`config.mk`:
```
export PLATFORM = sky130hd
export DESIGN_NAME = sksl_match_tree
export DESIGN_NICKNAME = d
export VERILOG_FILES = /design/src/design/sksl_pkg.sv /design/src/design/sksl_match_tree.sv
export SDC_FILE = /design/constraint.sdc
export NUM_CORES = 1
export LEC_CHECK = 0
export ABC_CLOCK_PERIOD_IN_PS = 1100
export BUFFER_PORTS_ARGS = -buffer_cell sky130_fd_sc_hd__buf_4
export CAP_MARGIN = 40
export CORE_AREA = 5 5 401 403
export DETAILED_ROUTE_END_ITERATION = 16
export DIE_AREA = 0 0 406 408
export HOLD_SLACK_MARGIN = 0.08
export SYNTH_ARGS = -nofsm -noshare
export SYNTH_HDL_FRONTEND = slang
export SYNTH_SLANG_ARGS = --single-unit
```
`constraint.sdc`:
```
create_clock -name clk -period 1.1 [get_ports clk]
set_input_delay 0.11 -clock clk [delete_from_list [all_inputs] [get_ports clk]]
set_output_delay 0.11 -clock clk [all_outputs]
set_load 0.02 [all_outputs]
```
`src/design/sksl_pkg.sv`:
```
`timescale 1ns / 1ps
`default_nettype none

package sksl_pkg;

  // Table geometry
  localparam int TABLE_DEPTH   = 1024;
  localparam int KEY_W         = 32;
  localparam int CNT_W         = $clog2(TABLE_DEPTH + 1);
  localparam int COUNT_OUT_W   = 11;

  // Match reduction: first level ORs groups of cells, second level ORs groups
  localparam int MATCH_GROUP   = 32;
  localparam int MATCH_GROUPS  = (TABLE_DEPTH + MATCH_GROUP - 1) / MATCH_GROUP;
  localparam int MATCH_PAD_W   = MATCH_GROUPS * MATCH_GROUP;

  localparam logic [CNT_W-1:0] DEPTH_CNT = CNT_W'(TABLE_DEPTH);

  // Request function codes
  localparam logic FUNC_INSERT = 1'b0;
  localparam logic FUNC_CHECK  = 1'b1;

  typedef enum logic [1:0] {
    STATUS_OK   = 2'd0,
    STATUS_DUP  = 2'd1,
    STATUS_FULL = 2'd2
  } status_t;

  typedef struct packed {
    logic                    func;
    logic signed [KEY_W-1:0] key;
  } in_t;

  typedef struct packed {
    logic                   found;
    status_t                status;
    logic [COUNT_OUT_W-1:0] entry_count;
  } out_t;

  // Broadcast from the controller to every cell
  typedef struct packed {
    logic                    cmp_en;
    logic                    shift_en;
    logic signed [KEY_W-1:0] key;
  } cell_ctrl_t;

endpackage

`default_nettype wire

```
`src/design/sksl_match_tree.sv`:
```
`timescale 1ns / 1ps
`default_nettype none

// Two-level registered OR over the per-slot match flags.
module sksl_match_tree (
  input  wire logic                             clk,
  input  wire logic [sksl_pkg::TABLE_DEPTH-1:0] eq,
  output logic                                  hit
);

  logic [sksl_pkg::MATCH_PAD_W-1:0]  eq_pad;
  logic [sksl_pkg::MATCH_GROUPS-1:0] grp_r;
  logic                              hit_r;

  assign eq_pad = sksl_pkg::MATCH_PAD_W'(eq);

  // level one: one OR per group of slots
  always_ff @(posedge clk) begin
    for (int g = 0; g < sksl_pkg::MATCH_GROUPS; g++) begin
      grp_r[g] <= |eq_pad[g*sksl_pkg::MATCH_GROUP +: sksl_pkg::MATCH_GROUP];
    end
  end

  // level two: across groups
  always_ff @(posedge clk) begin
    hit_r <= |grp_r;
  end

  assign hit = hit_r;

endmodule

`default_nettype wire

```
==> results_tabular.tex <==
\begin{tabular}{lr}
\hline
Metric & Value \\
\hline
\multicolumn{2}{l}{\textbf{Setup path}} \\
Slowest-stage cell, CP & nand4\_1 \\
Max stage delay on crit path & 0.47 ns \\
Classification of the worst setup path & reg2reg \\
Worst endpoint required time & 1.32 ns \\
CP arrival & between 2 and 2.5 ns \\
Max FO, Critical Path & 1 \\
Worst Setup Start Kind & flop \\
Kind of capture point of the worst setup path & flop \\
Sequence of cells on the critical path & nor4\_4, buf\_6, nand4\_1, or2\_1 \\
\multicolumn{2}{l}{\textbf{Route}} \\
Post-detailed-route DRC marker count & 0 \\
Wire length reported by the detailed router & 72600 µm \\
Via density per instance & 2.42 \\
Average detailed-routed wire length per instance & about 20 µm \\
Number of nets with antenna violations after routing & 0 \\
Routed via count & between 8000 and 9000 \\
Count of TritonRoute iterations in the first routing pass & 4 \\
Number of DRC violations after detailed-routing iteration 0 & 290 \\
\multicolumn{2}{l}{\textbf{Clock network}} \\
Sink Count & 33 \\
Number of clock buffers inserted by TritonCTS & 5 \\
Clock latency reported for the late side of the worst-skew pair & between 0.3 and 0.4 ns \\
Clock tree from TritonCTS & done \\
CTS root buffer & clkbuf\_16 \\
H-tree Lvls & 2 \\
Clk slew on worst S/H paths & approximately 0.090 ns \\
Buffer depth of the longest clock path & 2 \\
Setup repair bufs after CTS & 0 \\
\multicolumn{2}{l}{\textbf{Pwr}} \\
Part of the total power dissipated in sequential elements & 0.172 \\
Internal power summed over all cells & $\sim$4700 µW \\
Cell Pwr Density & between 400 and 500 nW/µm² \\
Total power after layout & 6920 µW \\
Clock share of power & 0.268 \\
Net Sw Power & around 2300 µW \\
Cell leakage power & 0.00617 µW \\
Combinational share of power & 0.560 \\
Switching part of the total & 0.325 \\
Maximum vdd drop & 547 µV \\
\multicolumn{2}{l}{\textbf{Timing}} \\
Slew HR & 0.592 \\
Transition time at the pin with the least slew margin & a little over 0.6 ns \\
Final Skew & $\sim$0.018 ns \\
Total setup violations reported at the end of the flow & 3 \\
Highest achievable clock rate & 534 MHz \\
Number of pins with negative max-slew slack in the final report & 0 \\
Final setup margin & -0.774 ns \\
Tcrit/Tclk final & 1.70 \\
RSZ-0062 raised after global routing & true \\
Number of hold-slack violations in the final timing report & 0 \\
Minimum clock period & 1.87 ns \\
\multicolumn{2}{l}{\textbf{Outcome}} \\
Status & complete, but fails checks \\
Violations in the final reports & setup timing \\
\multicolumn{2}{l}{\textbf{Global routing}} \\
Pin count of the biggest net entering global routing & 12 \\
Via count of the first global-routing pass & around 10000 \\
Global-route wire length before repair & approximately 89000 µm \\
Overflow left after global routing & 0 \\
Global routing usage summed across all routing layers & 0.0817 \\
Number of antenna violations at the first check in global routing & 28 \\
\multicolumn{2}{l}{\textbf{Synth}} \\
Synth warn & 0 \\
Average instance area after synthesis & $\sim$8 µm² \\
Syn Nets & between 1000 and 1500 \\
Flip-flop and latch count after synthesis & 33 \\
Summed instance area of the synthesized netlist & 3140 µm² \\
Count of mapped cells out of synthesis & roughly 400 \\
Sequential fraction of the synthesis area & 0.211 \\
Share of the synthesized area in the top cell type & 0.461 \\
Distinct cell type count of the synthesized netlist & 5 \\
Library cell occupying the most area in the post-synthesis netlist & nor4\_1 \\
Top area cells in the synthesized netlist & nor4\_1 (46\%), dfxtp\_1 (21\%), nand4\_1 (13\%) \\
\multicolumn{2}{l}{\textbf{Layout}} \\
Area of all sequential standard cells & 669 µm² \\
Commonest cells after routing, fill and taps aside & buf\_4 (1070), nor4\_1 (193), nand4\_1 (66), nor4\_2 (47), dlygate4sd3\_1 (35) \\
Area of combinational cells with multiple inputs & roughly 2900 µm² \\
Cell area after layout & between 15000 and 20000 µm² \\
Non-filler cells, final & 3624 \\
Number of filler instances in the final layout & between 15000 and 20000 \\
\# nets final & between 2000 and 3000 \\
Ratio of cells with drive above 1 in the final layout & 0.763 \\
Final cell utilization of the core & 0.0962 \\
Leading cell type in the layout, fill and taps excluded & buf\_4 \\
Area growth, synth to finish & 382\% \\
\multicolumn{2}{l}{\textbf{Floorplan}} \\
Standard cell core area & roughly 160000 µm² \\
Die H & slightly above 400 µm \\
Number of core rows & 146 \\
Initial core utilization & 0.0200 \\
Overall die width & a little over 400 µm \\
Die area & about 170000 µm² \\
Num ports & slightly above 1000 \\
\multicolumn{2}{l}{\textbf{Min path}} \\
Hold Crit Class & in2reg \\
\multicolumn{2}{l}{\textbf{Place}} \\
HPWL after detailed placement & approximately 70000 µm \\
Last weighted congestion value of the routability-driven placer & 0.990 \\
Number of buffers inserted by port buffering & between 1000 and 1500 \\
Post-detailed-placement cell area & approximately 14000 µm² \\
Inst Count DP & around 3600 \\
Worst slack at placement & -1.18 ns \\
\multicolumn{2}{l}{\textbf{Job}} \\
Max-cap violations & 0 \\
\hline
\end{tabular}
## cell usage after synthesis, drive strengths merged
library cell and instances:
or2 33, nand4 66, nor4 264, dfxtp 33
## layout make-up
cell class,instances,area share
Timing Repair Buffer,1138,0.579
Multi-Input combinational cell,363,0.194
Tap cell,2072,0.172
Sequential cell,33,0.0443
Clock buffer,5,0.00828
Antenna cell,10,0.00166
Clock inverter,3,0.00116
## power groups by stage
stage	clock network, µW	registers (µW)	logic [µW]
after floorplan	0	1220	185
after global placement	0	1220	3600
after detailed placement	0	1220	3620
after CTS	2130	1190	3800
after global routing	2110	1190	4090
final	1850	1190	3880
## sequential cells by signal, indices dropped and copies added, names as in the netlist
name	flops
grp_r	32
hit	1
## critical path: cells and delay by family, from the launching register on
kind                   cells  cell delay, ns
AND/OR/NAND/NOR            3            1.22
buffers and inverters      1            0.18
flip-flops                 1            0.34
## cell families (layout without fill, tap and decap cells)
family | Yosys count | after routing | share of synthesized area
simple gates | 363 | 363 | 0.789
flops | 33 | 33 | 0.211
buf+inv | 0 | 1146 | 0
other cells | 0 | 10 | 0
## path summary, 6_finish.rpt
kind | slack [ns] | from | cells past startpoint | to
setup / recovery | -0.77 | grp_r[1]$_DFF_P_ | 4 | hit$_DFF_P_
hold / removal | 0.05 | eq[273] | 4 | grp_r[8]$_DFF_P_
setup reg to reg | -0.77 | grp_r[1]$_DFF_P_ | 4 | hit$_DFF_P_
hold reg to reg | 0.56 | grp_r[20]$_DFF_P_ | 3 | hit$_DFF_P_
## timing repair
action                     in CTS  in global routing
pin swaps                      12                 32
setup endpoints to repair       6                 18
hold endpoints to repair       17                 14
gates resized for setup        29                 50
hold buffers                   44                  3
## routing by layer
metal  track usage  vias up  part of all wire
met5             0        -           0.00073
met4        0.0261        8             0.028
met3        0.0272       58             0.092
met2         0.151      537              0.52
met1        0.0872     4032              0.36
li1              -     4153                 -
## metrics by stage
step | TNS [ns] | hold slack [ns]
after global routing | -1.04 | 0.0368
after CTS | -1.37 | 0.00710
after floorplan | 0 | 0.283
after detailed placement | -7.70 | 0.397
after global placement | -12.17 | 0.396
final | -0.795 | 0.0500
Power figures use the tool's default switching activity.
