<file path="src/design/sksl_pkg.sv">
`timescale 1ns / 1ps
`default_nettype none

package sksl_pkg;

  // Table geometry
  localparam int TABLE_DEPTH   = 1024;
  localparam int KEY_W         = 32;
  localparam int CNT_W         = $clog2(TABLE_DEPTH + 1);
  localparam int COUNT_OUT_W   = 11;

  // Match reduction: first level ORs groups of cells, second level ORs groups
  localparam int MATCH_GROUP   = 32;
  localparam int MATCH_GROUPS  = (TABLE_DEPTH + MATCH_GROUP - 1) / MATCH_GROUP;
  localparam int MATCH_PAD_W   = MATCH_GROUPS * MATCH_GROUP;

  localparam logic [CNT_W-1:0] DEPTH_CNT = CNT_W'(TABLE_DEPTH);

  // Request function codes
  localparam logic FUNC_INSERT = 1'b0;
  localparam logic FUNC_CHECK  = 1'b1;

  typedef enum logic [1:0] {
    STATUS_OK   = 2'd0,
    STATUS_DUP  = 2'd1,
    STATUS_FULL = 2'd2
  } status_t;

  typedef struct packed {
    logic                    func;
    logic signed [KEY_W-1:0] key;
  } in_t;

  typedef struct packed {
    logic                   found;
    status_t                status;
    logic [COUNT_OUT_W-1:0] entry_count;
  } out_t;

  // Broadcast from the controller to every cell
  typedef struct packed {
    logic                    cmp_en;
    logic                    shift_en;
    logic signed [KEY_W-1:0] key;
  } cell_ctrl_t;

endpackage

`default_nettype wire

</file>
<file path="src/design/sksl_cell.sv">
`timescale 1ns / 1ps
`default_nettype none

// One slot of the sorted table. Compares its key against the broadcast key,
// and on insert either keeps its key, takes the left neighbor's key, or takes
// the new key when it is the first slot at or above the insertion point.
module sksl_cell (
  input  wire logic                               clk,
  input  wire sksl_pkg::cell_ctrl_t               ctrl,
  input  wire logic                               slot_valid,
  input  wire logic signed [sksl_pkg::KEY_W-1:0]  left_key,
  input  wire logic                               left_ins,
  output logic signed [sksl_pkg::KEY_W-1:0]       key_r,
  output logic                                    eq_r,
  output logic                                    ins_r
);

  logic signed [sksl_pkg::KEY_W-1:0] key_nxt;

  // shift: slots past the insertion point move one to the right
  always_comb begin
    key_nxt = key_r;
    if (ctrl.shift_en && ins_r) begin
      key_nxt = left_ins ? left_key : ctrl.key;
    end
  end

  // compare flags are captured once per request
  always_ff @(posedge clk) begin
    key_r <= key_nxt;
    if (ctrl.cmp_en) begin
      eq_r  <= slot_valid && (key_r == ctrl.key);
      ins_r <= !slot_valid || (key_r > ctrl.key);
    end
  end

endmodule

`default_nettype wire

</file>
<file path="config.mk">
export PLATFORM = sky130hd
export DESIGN_NAME = sksl_cell
export DESIGN_NICKNAME = d
export VERILOG_FILES = /design/src/design/sksl_pkg.sv /design/src/design/sksl_cell.sv
export SDC_FILE = /design/constraint.sdc
export NUM_CORES = 1
export LEC_CHECK = 0
export BUFFER_PORTS_ARGS = -buffer_cell sky130_fd_sc_hd__buf_2
export CORE_MARGIN = 10
export CORE_UTILIZATION = 40
export DETAILED_ROUTE_END_ITERATION = 8
export HOLD_SLACK_MARGIN = 0.15
export PLACE_DENSITY = 0.77
export SLEW_MARGIN = 20
export SYNTH_ARGS = -nofsm -noshare
export SYNTH_HDL_FRONTEND = slang
export SYNTH_SLANG_ARGS = --single-unit
</file>
<file path="constraint.sdc">
create_clock -name clk -period 2.4 [get_ports clk]
set_clock_uncertainty 0.05 [all_clocks]
set_input_delay 0.24 -clock clk [delete_from_list [all_inputs] [get_ports clk]]
set_output_delay 0.24 -clock clk [all_outputs]
set_load 0.05 [all_outputs]
</file>
==> results of run 1 <==
==> state kept, by name, summed over array words and instances (netlist names) <==
register and cells:
ins_r 1, key_r 32, eq_r 1
==> logic make-up (layout without fill, tap and decap cells) <==
kind of cell | Yosys count | in the layout | share of synthesized area [%]
AO/OA/AOI/OAI | 55 | 55 | 13.8
AND/OR/NAND/NOR | 64 | 64 | 12.9
multiplexers | 2 | 2 | 0.979
buffers and inverters | 40 | 146 | 6.91
adder cells (fa/ha/maj) | 32 | 32 | 18.4
flip-flops | 34 | 34 | 47.0
==> final cells by class <==
type	count	area, µm²	share of cell area [%]
Sequential cell	34	1020	35.8
Multi-Input combinational cell	153	1000	35.1
Timing Repair Buffer	105	536	18.8
Inverter	33	124	4.34
Tap cell	70	87.6	3.07
Clock buffer	6	72.6	2.54
Clock inverter	2	8.76	0.307
==> metal layers <==
metal,vias up,track usage (%)
met4,0,3.54
met1,865,15.3
met2,69,21.7
met3,4,6.08
li1,1001,-
met5,-,0
==> worst paths after layout <==
check | to | slack, ns | depth (start not counted)
max | ins_r | 0.25 | 7
min reg2reg | eq_r | 0.92 | 5
max reg2reg | ins_r | 0.25 | 7
min | key_r[26] | 0.19 | 3
==> synth_stat cells <==
master    count  area [µm²]
nand3_1       4        20.0
and2_1        1        6.26
inv_1        33         124
nand2_1      46         173
nor4_1        1        6.26
mux2_2        1        11.3
nor4b_1       1        8.76
o211ai_2      1        12.5
nand4_2       1        12.5
o21ai_0      35         175
edfxtp_1     34        1020
nor2_1        6        22.5
a221oi_1      1        8.76
a211o_1       1        8.76
nor4_2        1        12.5
a21o_1        1        7.51
nand4_1       3        18.8
clkbuf_1      7        26.3
mux2i_1       1        10.0
a21oi_1      13        65.1
a22oi_1       1        7.51
ha_1         32         400
a211oi_1      2        15.0
==> cells in the final DEF, fill, tap and decap left out, drive strengths merged, types with 2 or more instances in the layout <==
master    n
a21oi    13
nor4      2
clkinv    2
buf     104
edfxtp   34
a211oi    2
nand2    46
nand3     4
nor2      6
clkbuf    6
nand4     4
ha       32
inv      33
o21ai    35
==> through the flow <==
step	cell area, µm²	utilization [%]
after floorplan	2170	-
after global placement	2760	53.4
after detailed placement	2760	53.4
after CTS	2850	55.1
after global routing	2850	55.1
final	2850	55.1
==> power by group <==
group	switching, W	internal, W	total, W
clock network	0.000211	0.000200	0.000411
registers	0.0000210	0.000709	0.000730
logic	0.000300	0.000144	0.000444
total	0.000532	0.00105	0.00159
==> worst max-delay path, stage by stage, from the launching register on <==
cell and delay [ns]:
edfxtp_1 0.42, ha_1 0.31, a21oi_1 0.14, o21ai_0 0.11
a221oi_1 0.32, o211ai_2 0.17, nor4b_1 0.30, a211oi_1 0.08
==> timing repair <==
| action | CTS | global route |
|---|---|---|
| hold buffers | 1 | 0 |
| endpoints found under the hold margin | 2 | 0 |
| resized for setup | 0 | 0 |
==> flow_metrics.tcl, run 1 <==
set metrics [dict create \
    postCtsSetupBuffers 0 \
    vias 1939 \
    io_buffers 102 \
    wire_per_inst_um 14.7 \
    synth_warnings 0 \
    grt.overflow.total 0 \
    status "completed" \
    synth.cell_area_mm2 0.00217 \
    grt_max_degree 37 \
    slew_headroom_pct 63.5 \
    grt_pass1_vias 2097 \
    drive_gt1_share_pct 34.2 \
    holdCritPathClass "in2reg" \
    critPathKind "reg2reg" \
    dp_hpwl_mm 4.92 \
    cts_tree "done" \
    holdCritStartpoint "left_key[26]" \
    place_inst 394 \
    finalHoldViolCount 0 \
    crit_required_ns 2.38 \
    io-pin-count 103 \
    place_congestion 0.789 \
    synth_cell_types 23 \
    grt_setup_unrepaired "no" \
    wirelength_mm 5.91 \
    wl_met3_um 617 \
    drt_iter0_markers 63 \
    fin_nets 433 \
    period_share_pct 89.6 \
    crit_fanout 2 \
    start_kind "flop" \
    max_freq_mhz 465 \
    postRouteAntennaNets 0 \
    die_width_um 93.7 \
    tns_ns 0 \
    ir_worst_vdd_mv 0.303 \
    drt_first_pass_iters 4 \
    synthCells 227 \
    area_growth_pct 31.2 \
    post-route-drc-count 0 \
    p_per_area_mw_per_mm2 556 \
    worstMarginPinSlew_ns 0.547 \
    cts_root_buffer "clkbuf_8" \
    avgSynthCellArea_um2 9.57 \
    worstSetupStartpoint "key_r[23]" \
    finalCriticalPeriod_ns 2.15 \
    synth_seq_cells 34 \
    via_per_inst 4.81 \
    setup_ws_ns 0.249 \
    place_worst_setup_slack_ns 0.199 \
    cts.path.max_buffers 2 \
    num_antenna_cells 0 \
    htree_levels 2 \
    grt_pass1_wl_mm 9.52 \
    grt_use_total_pct 13.3 \
    dr_wl_met2_mm 2.69 \
    antenna_found_initial 0 \
    path_clk_slew_ns 0.07 \
    cts.sinks 34 \
    end_kind "flop" \
    holdWs_ns 0.189 \
    start_util_pct 42.0 \
    cts-buffers-inserted 5 \
    die_area_mm2 0.00878 \
    setup_viol 0 \
    regToRegStartpoint "key_r[23]" \
    p_total_w 0.00159 \
    wl_met1_mm 2.56 \
    fillers 474 \
    leakage_nw 1.42 \
    critPathArrivalTime_ns 2.13 \
    insertion_delay_ns 0.28 \
    syn_nets 328 \
    final_cells 403 \
    core_region_area_mm2 0.00517 \
    finalMaxSlewViolations 0 \
    die_y_um 93.7 \
    drv_cap 0 \
    top_layer "met4" \
    synth-seq-area-share_pct 47.0 \
    rows 26 \
]
Note: power is estimated with default switching activity, not from simulation.
==> run 2: changes to the inputs <==
BUFFER_PORTS_ARGS = default   (was -buffer_cell sky130_fd_sc_hd__buf_2)
DONT_BUFFER_PORTS = 1   (was default)
PLACE_DENSITY = 0.6   (was 0.77)
==> run 2 against run 1 <==
Wire length up 15%. Highest routed layer unchanged. Total power grew 4.8%. Count of clock-buffer cells in the layout did not move. Cell count grew 0.99%. Sequential power about the same. Worst hold slack worse by 0.0081 ns. Final area grew 17%.
==> flow_metrics.tcl, run 2 (synthesized netlist as in run 1, its figures left out) <==
set metrics [dict create \
    num_antenna_cells 0 \
    clkPwrFrac_pct 24.7 \
    end_kind "flop" \
    top_regs "key_r x32, eq_r x1, ins_r x1" \
    holdCritPathClass "in2reg" \
    crit_fanout 2 \
    core_region_area_mm2 0.00517 \
    rr_endpoint "ins_r" \
    wl_met3_um 425 \
    dp_hpwl_mm 4.42 \
    final_cells 407 \
    area_growth_pct 53.0 \
    finalHoldViolCount 0 \
    start_kind "flop" \
    cts.sinks 34 \
    io-pin-count 103 \
    p_per_area_mw_per_mm2 500 \
    max_freq_mhz 463 \
    largest_register_ffs 32 \
    hold_end "key_r[21]" \
    holdPathStages 2 \
    grt_pass1_vias 2263 \
    cts-buffers-inserted 5 \
    top_layer "met4" \
    post-route-drc-count 0 \
    power_switching_w 0.000534 \
    p_int_w 0.00113 \
    drt_first_pass_iters 4 \
    setup_viol 0 \
    regMostFlops "key_r" \
    finalMaxSlewViolations 0 \
    die_width_um 93.7 \
    start_util_pct 42.0 \
    holdWs_ns 0.180 \
    dr_wl_met2_mm 3.54 \
    sequentialPowerShare_pct 44.1 \
    status "completed" \
    fin_nets 437 \
    final_common_cell "dlygate4sd3_1" \
    place_inst 324 \
    reg2reg_slack_ns 0.24 \
    insertion_delay_ns 0.29 \
    fillers 416 \
    r2r_cells 7 \
    comb_power_share_pct 31.2 \
    period_share_pct 90.0 \
    cts.path.max_buffers 2 \
    postCtsSetupBuffers 0 \
    drt_iter0_markers 73 \
    regToRegStartpoint "key_r[23]" \
    critPathKind "reg2reg" \
    postRouteAntennaNets 0 \
    critPathArrivalTime_ns 2.14 \
    cts_root_buffer "clkbuf_8" \
    htree_levels 2 \
    vias 2025 \
    ir_worst_vdd_mv 0.381 \
    die_y_um 93.7 \
    crit_required_ns 2.38 \
    worstSetupStartpoint "key_r[23]" \
    grt_setup_unrepaired "no" \
    io_buffers 0 \
    wirelength_mm 6.79 \
    tns_ns 0 \
    grt_max_degree 41 \
    grt.overflow.total 0 \
    p_sw_share_pct 32.2 \
    slew_headroom_pct 37.3 \
    via_per_inst 4.98 \
    grt_pass1_wl_mm 10.9 \
    antenna_found_initial 0 \
    cts_tree "done" \
    finalCriticalPeriod_ns 2.16 \
    wire_per_inst_um 16.7 \
    p_total_w 0.00166 \
    most-common-layout-cells "74 x dlygate4sd3_1, 46 x nand2_1, 35 x o21ai_0" \
    wl_met1_mm 2.73 \
    worstMarginPinSlew_ns 0.941 \
    drv_cap 0 \
    grt_use_total_pct 15.6 \
    die_area_mm2 0.00878 \
    final_area_mm2 0.00332 \
    rows 26 \
    postPlaceCellArea_mm2 0.00249 \
    holdCritStartpoint "ctrl[21]" \
    leakage_nw 1.47 \
    drive_gt1_share_pct 13.1 \
    path_clk_slew_ns 0.07 \
    place_congestion 0.729 \
]
## run 2: cell types whose count changed in the layout (fill, tap and decap cells not counted), sizes merged
cell / previous run / this run
dlygate4sd3: 1 / 74
buf: 104 / 34
dlymetal6s4s: 0 / 1
## run 2: worst max-delay path, stage by stage (launching register included)
cell      delay, ns
edfxtp_1       0.42
ha_1           0.32
a21oi_1        0.13
o21ai_0        0.13
a221oi_1       0.31
o211ai_2       0.16
nor4b_1        0.31
a211oi_1       0.08
## run 2: layout make-up
class | instances | area, µm² | share of cell area (%)
clock buffers | 6 | 72.6 | 2.18
inverters | 33 | 124 | 3.73
flip-flops and latches | 34 | 1020 | 30.7
repair buffers | 109 | 1010 | 30.3
multi-input cells | 153 | 1000 | 30.1
well taps | 70 | 87.6 | 2.63
clock inverters | 2 | 8.76 | 0.263
## run 2: repair_timing
item                       in CTS  in global routing
setup endpoints to repair       0                  1
resized for setup               0                  1
hold endpoints to repair       35                  0
hold buffers                   75                  0
## run 2: how the worst max path moves through the flow
stage,slack [ns],to
final,0.24,ins_r
after global routing,0.12,ins_r
after CTS,0.04,key_r[0]
after detailed placement,0.24,ins_r
after global placement,0.34,ins_r
after floorplan,0.09,ins_r
## run 2: routing by layer
| metal | track usage, % | up-vias |
|---|---|---|
| li1 | - | 1009 |
| met1 | 17.2 | 942 |
| met2 | 28.1 | 68 |
| met3 | 4.48 | 6 |
| met4 | 5.06 | 0 |
| met5 | 0 | - |
## run 2: per-stage QoR
stage                     worst slack [ns]  utilization (%)
after global placement               0.337             48.1
after detailed placement             0.239             48.1
after CTS                           0.0403             64.2
after floorplan                     0.0889                -
after global routing                 0.119             64.3
final                                0.241             64.3
## run 2: power groups by stage
stage | clock network (W) | registers (W) | logic, W
2_1_floorplan | 0 | 0.000881 | 0.000164
3_3_place_gp | 0 | 0.000743 | 0.000396
3_5_place_dp | 0 | 0.000745 | 0.000400
4_1_cts | 0.000427 | 0.000732 | 0.000515
5_1_grt | 0.000452 | 0.000738 | 0.000566
6_report | 0.000410 | 0.000733 | 0.000518
==> run 3: changes to the inputs <==
REMOVE_ABC_BUFFERS = 1   (was default)
==> run 3 against run 2 <==
Sequential cell count stayed put. Cell count is 5.2% higher. Worst hold slack worse by 0.013 ns. Critical path depth stayed put. Clock power is 29% higher. Sequential share of layout area is 2.0 points lower. Largest cell class is now non-clock buffers. Highest routed layer unchanged.
==> flow_metrics.tcl, run 3 (synthesized netlist as in run 1, its figures left out) <==
set metrics [dict create \
    cts.path.max_buffers 2 \
    wire_per_inst_um 16.8 \
    htree_levels 2 \
    drt_first_pass_iters 4 \
    grt.overflow.total 0 \
    postRouteAntennaNets 0 \
    grt_setup_unrepaired "no" \
    start_kind "flop" \
    die_y_um 93.7 \
    vias 2085 \
    critPathKind "reg2reg" \
    crit_fanout 2 \
    io-pin-count 103 \
    holdCritPathClass "in2reg" \
    tns_ns 0 \
    fillers 422 \
    critPathArrivalTime_ns 2.16 \
    ir_worst_vdd_mv 0.291 \
    ctsResizeCount 0 \
    worstMarginPinSlew_ns 0.495 \
    grt_use_total_pct 16.8 \
    multi_input_area_mm2 0.00100 \
    grt_max_degree 64 \
    setup_viol 0 \
    dp_hpwl_mm 4.60 \
    holdWs_ns 0.168 \
    slew_headroom_pct 67.1 \
    regArea_mm2 0.00102 \
    end_kind "flop" \
    p_per_area_mw_per_mm2 508 \
    fin_nets 458 \
    rows 26 \
    post-route-drc-count 0 \
    dr_wl_met2_mm 3.91 \
    cts.sinks 34 \
    die_area_mm2 0.00878 \
    slowest_delay_ns 0.42 \
    antenna_found_initial 0 \
    wl_met1_mm 2.75 \
    drive_gt1_share_pct 12.8 \
    largest_register_ffs 32 \
    max_freq_mhz 459 \
    wl_met3_um 421 \
    postCtsSetupBuffers 0 \
    drv_cap 0 \
    leakage_nw 1.55 \
    cts_root_buffer "clkbuf_8" \
    cts-buffers-inserted 5 \
    start_util_pct 42.0 \
    worstPathCellList "ha_1 -> a21oi_1 -> o21ai_0 -> a221oi_1 -> o211ai_2 -> nor4b_1 -> a211oi_1" \
    io_buffers 0 \
    wirelength_mm 7.18 \
    most-common-layout-cells "96 x dlygate4sd3_1, 46 x nand2_1, 35 x o21ai_0" \
    drt_iter0_markers 53 \
    die_width_um 93.7 \
    crit_required_ns 2.38 \
    critical-path-slowest-cell "edfxtp_1" \
    top_layer "met4" \
    num_antenna_cells 0 \
    top_regs "key_r x32, eq_r x1, ins_r x1" \
    place_congestion 0.777 \
    grt_pass1_vias 2367 \
    area_growth_pct 63.8 \
    core_region_area_mm2 0.00517 \
    cts_tree "done" \
    via_per_inst 4.87 \
    finalCriticalPeriod_ns 2.18 \
    insertion_delay_ns 0.29 \
    period_share_pct 90.7 \
    cts_hold_buf 96 \
    final_common_cell "dlygate4sd3_1" \
    regMostFlops "key_r" \
    finalHoldViolCount 0 \
    path_clk_slew_ns 0.07 \
    grt_pass1_wl_mm 11.6 \
    finalMaxSlewViolations 0 \
    status "completed" \
]
==> run 3: layer usage <==
layer  GRT usage [%]  vias up
li1                -     1049
met1            17.8      969
met2            31.0       60
met3            5.52        7
met4            4.68        0
met5               0        -
==> run 3: final cells by class <==
cell class / count / share of cell area, %
repair buffers: 130 / 34.2
clock inverters: 3 / 1.12
flip-flops and latches: 34 / 28.7
clock buffers: 5 / 1.93
inverters: 33 / 3.48
multi-input cells: 153 / 28.2
well taps: 70 / 2.46
==> run 3: power by group <==
| part | switching, W | leakage [nW] | internal, W | total, W |
|---|---|---|---|---|
| clock network | 0.000221 | 0.0579 | 0.000306 | 0.000527 |
| registers | 0.0000243 | 0.326 | 0.000709 | 0.000734 |
| logic | 0.000302 | 1.17 | 0.000245 | 0.000547 |
| total | 0.000548 | 1.55 | 0.00126 | 0.00181 |
==> run 3: through the flow <==
stage               utilization [%]  setup slack [ns]  power, W  instance area, µm²  std cells
finish                         68.8             0.223   0.00181                3560        428
global placement               48.1             0.330   0.00114                2490        324
detailed placement             48.1             0.265   0.00115                2490        324
global route                   68.8           0.00152   0.00191                3560        428
CTS                            68.8             0.219   0.00182                3560        428
floorplan                         -            0.0889   0.00103                2150        220
==> run 3: critical path, delay by kind of cell (launching register included) <==
kind | cells | cell delay (ns)
and+or+nand+nor | 1 | 0.31
AOI/OAI and AO/OA | 5 | 0.82
adders and majority gates | 1 | 0.32
DFF | 1 | 0.42
==> run 3: final timing paths <==
check	startpoint	endpoint	slack (ns)	depth (start not counted)
worst max-delay path	key_r[21]	ins_r	0.22	7
worst min-delay path	left_ins	key_r[25]	0.17	1
worst max register to register	key_r[21]	ins_r	0.22	7
worst min register to register	key_r[15]	ins_r	0.93	4
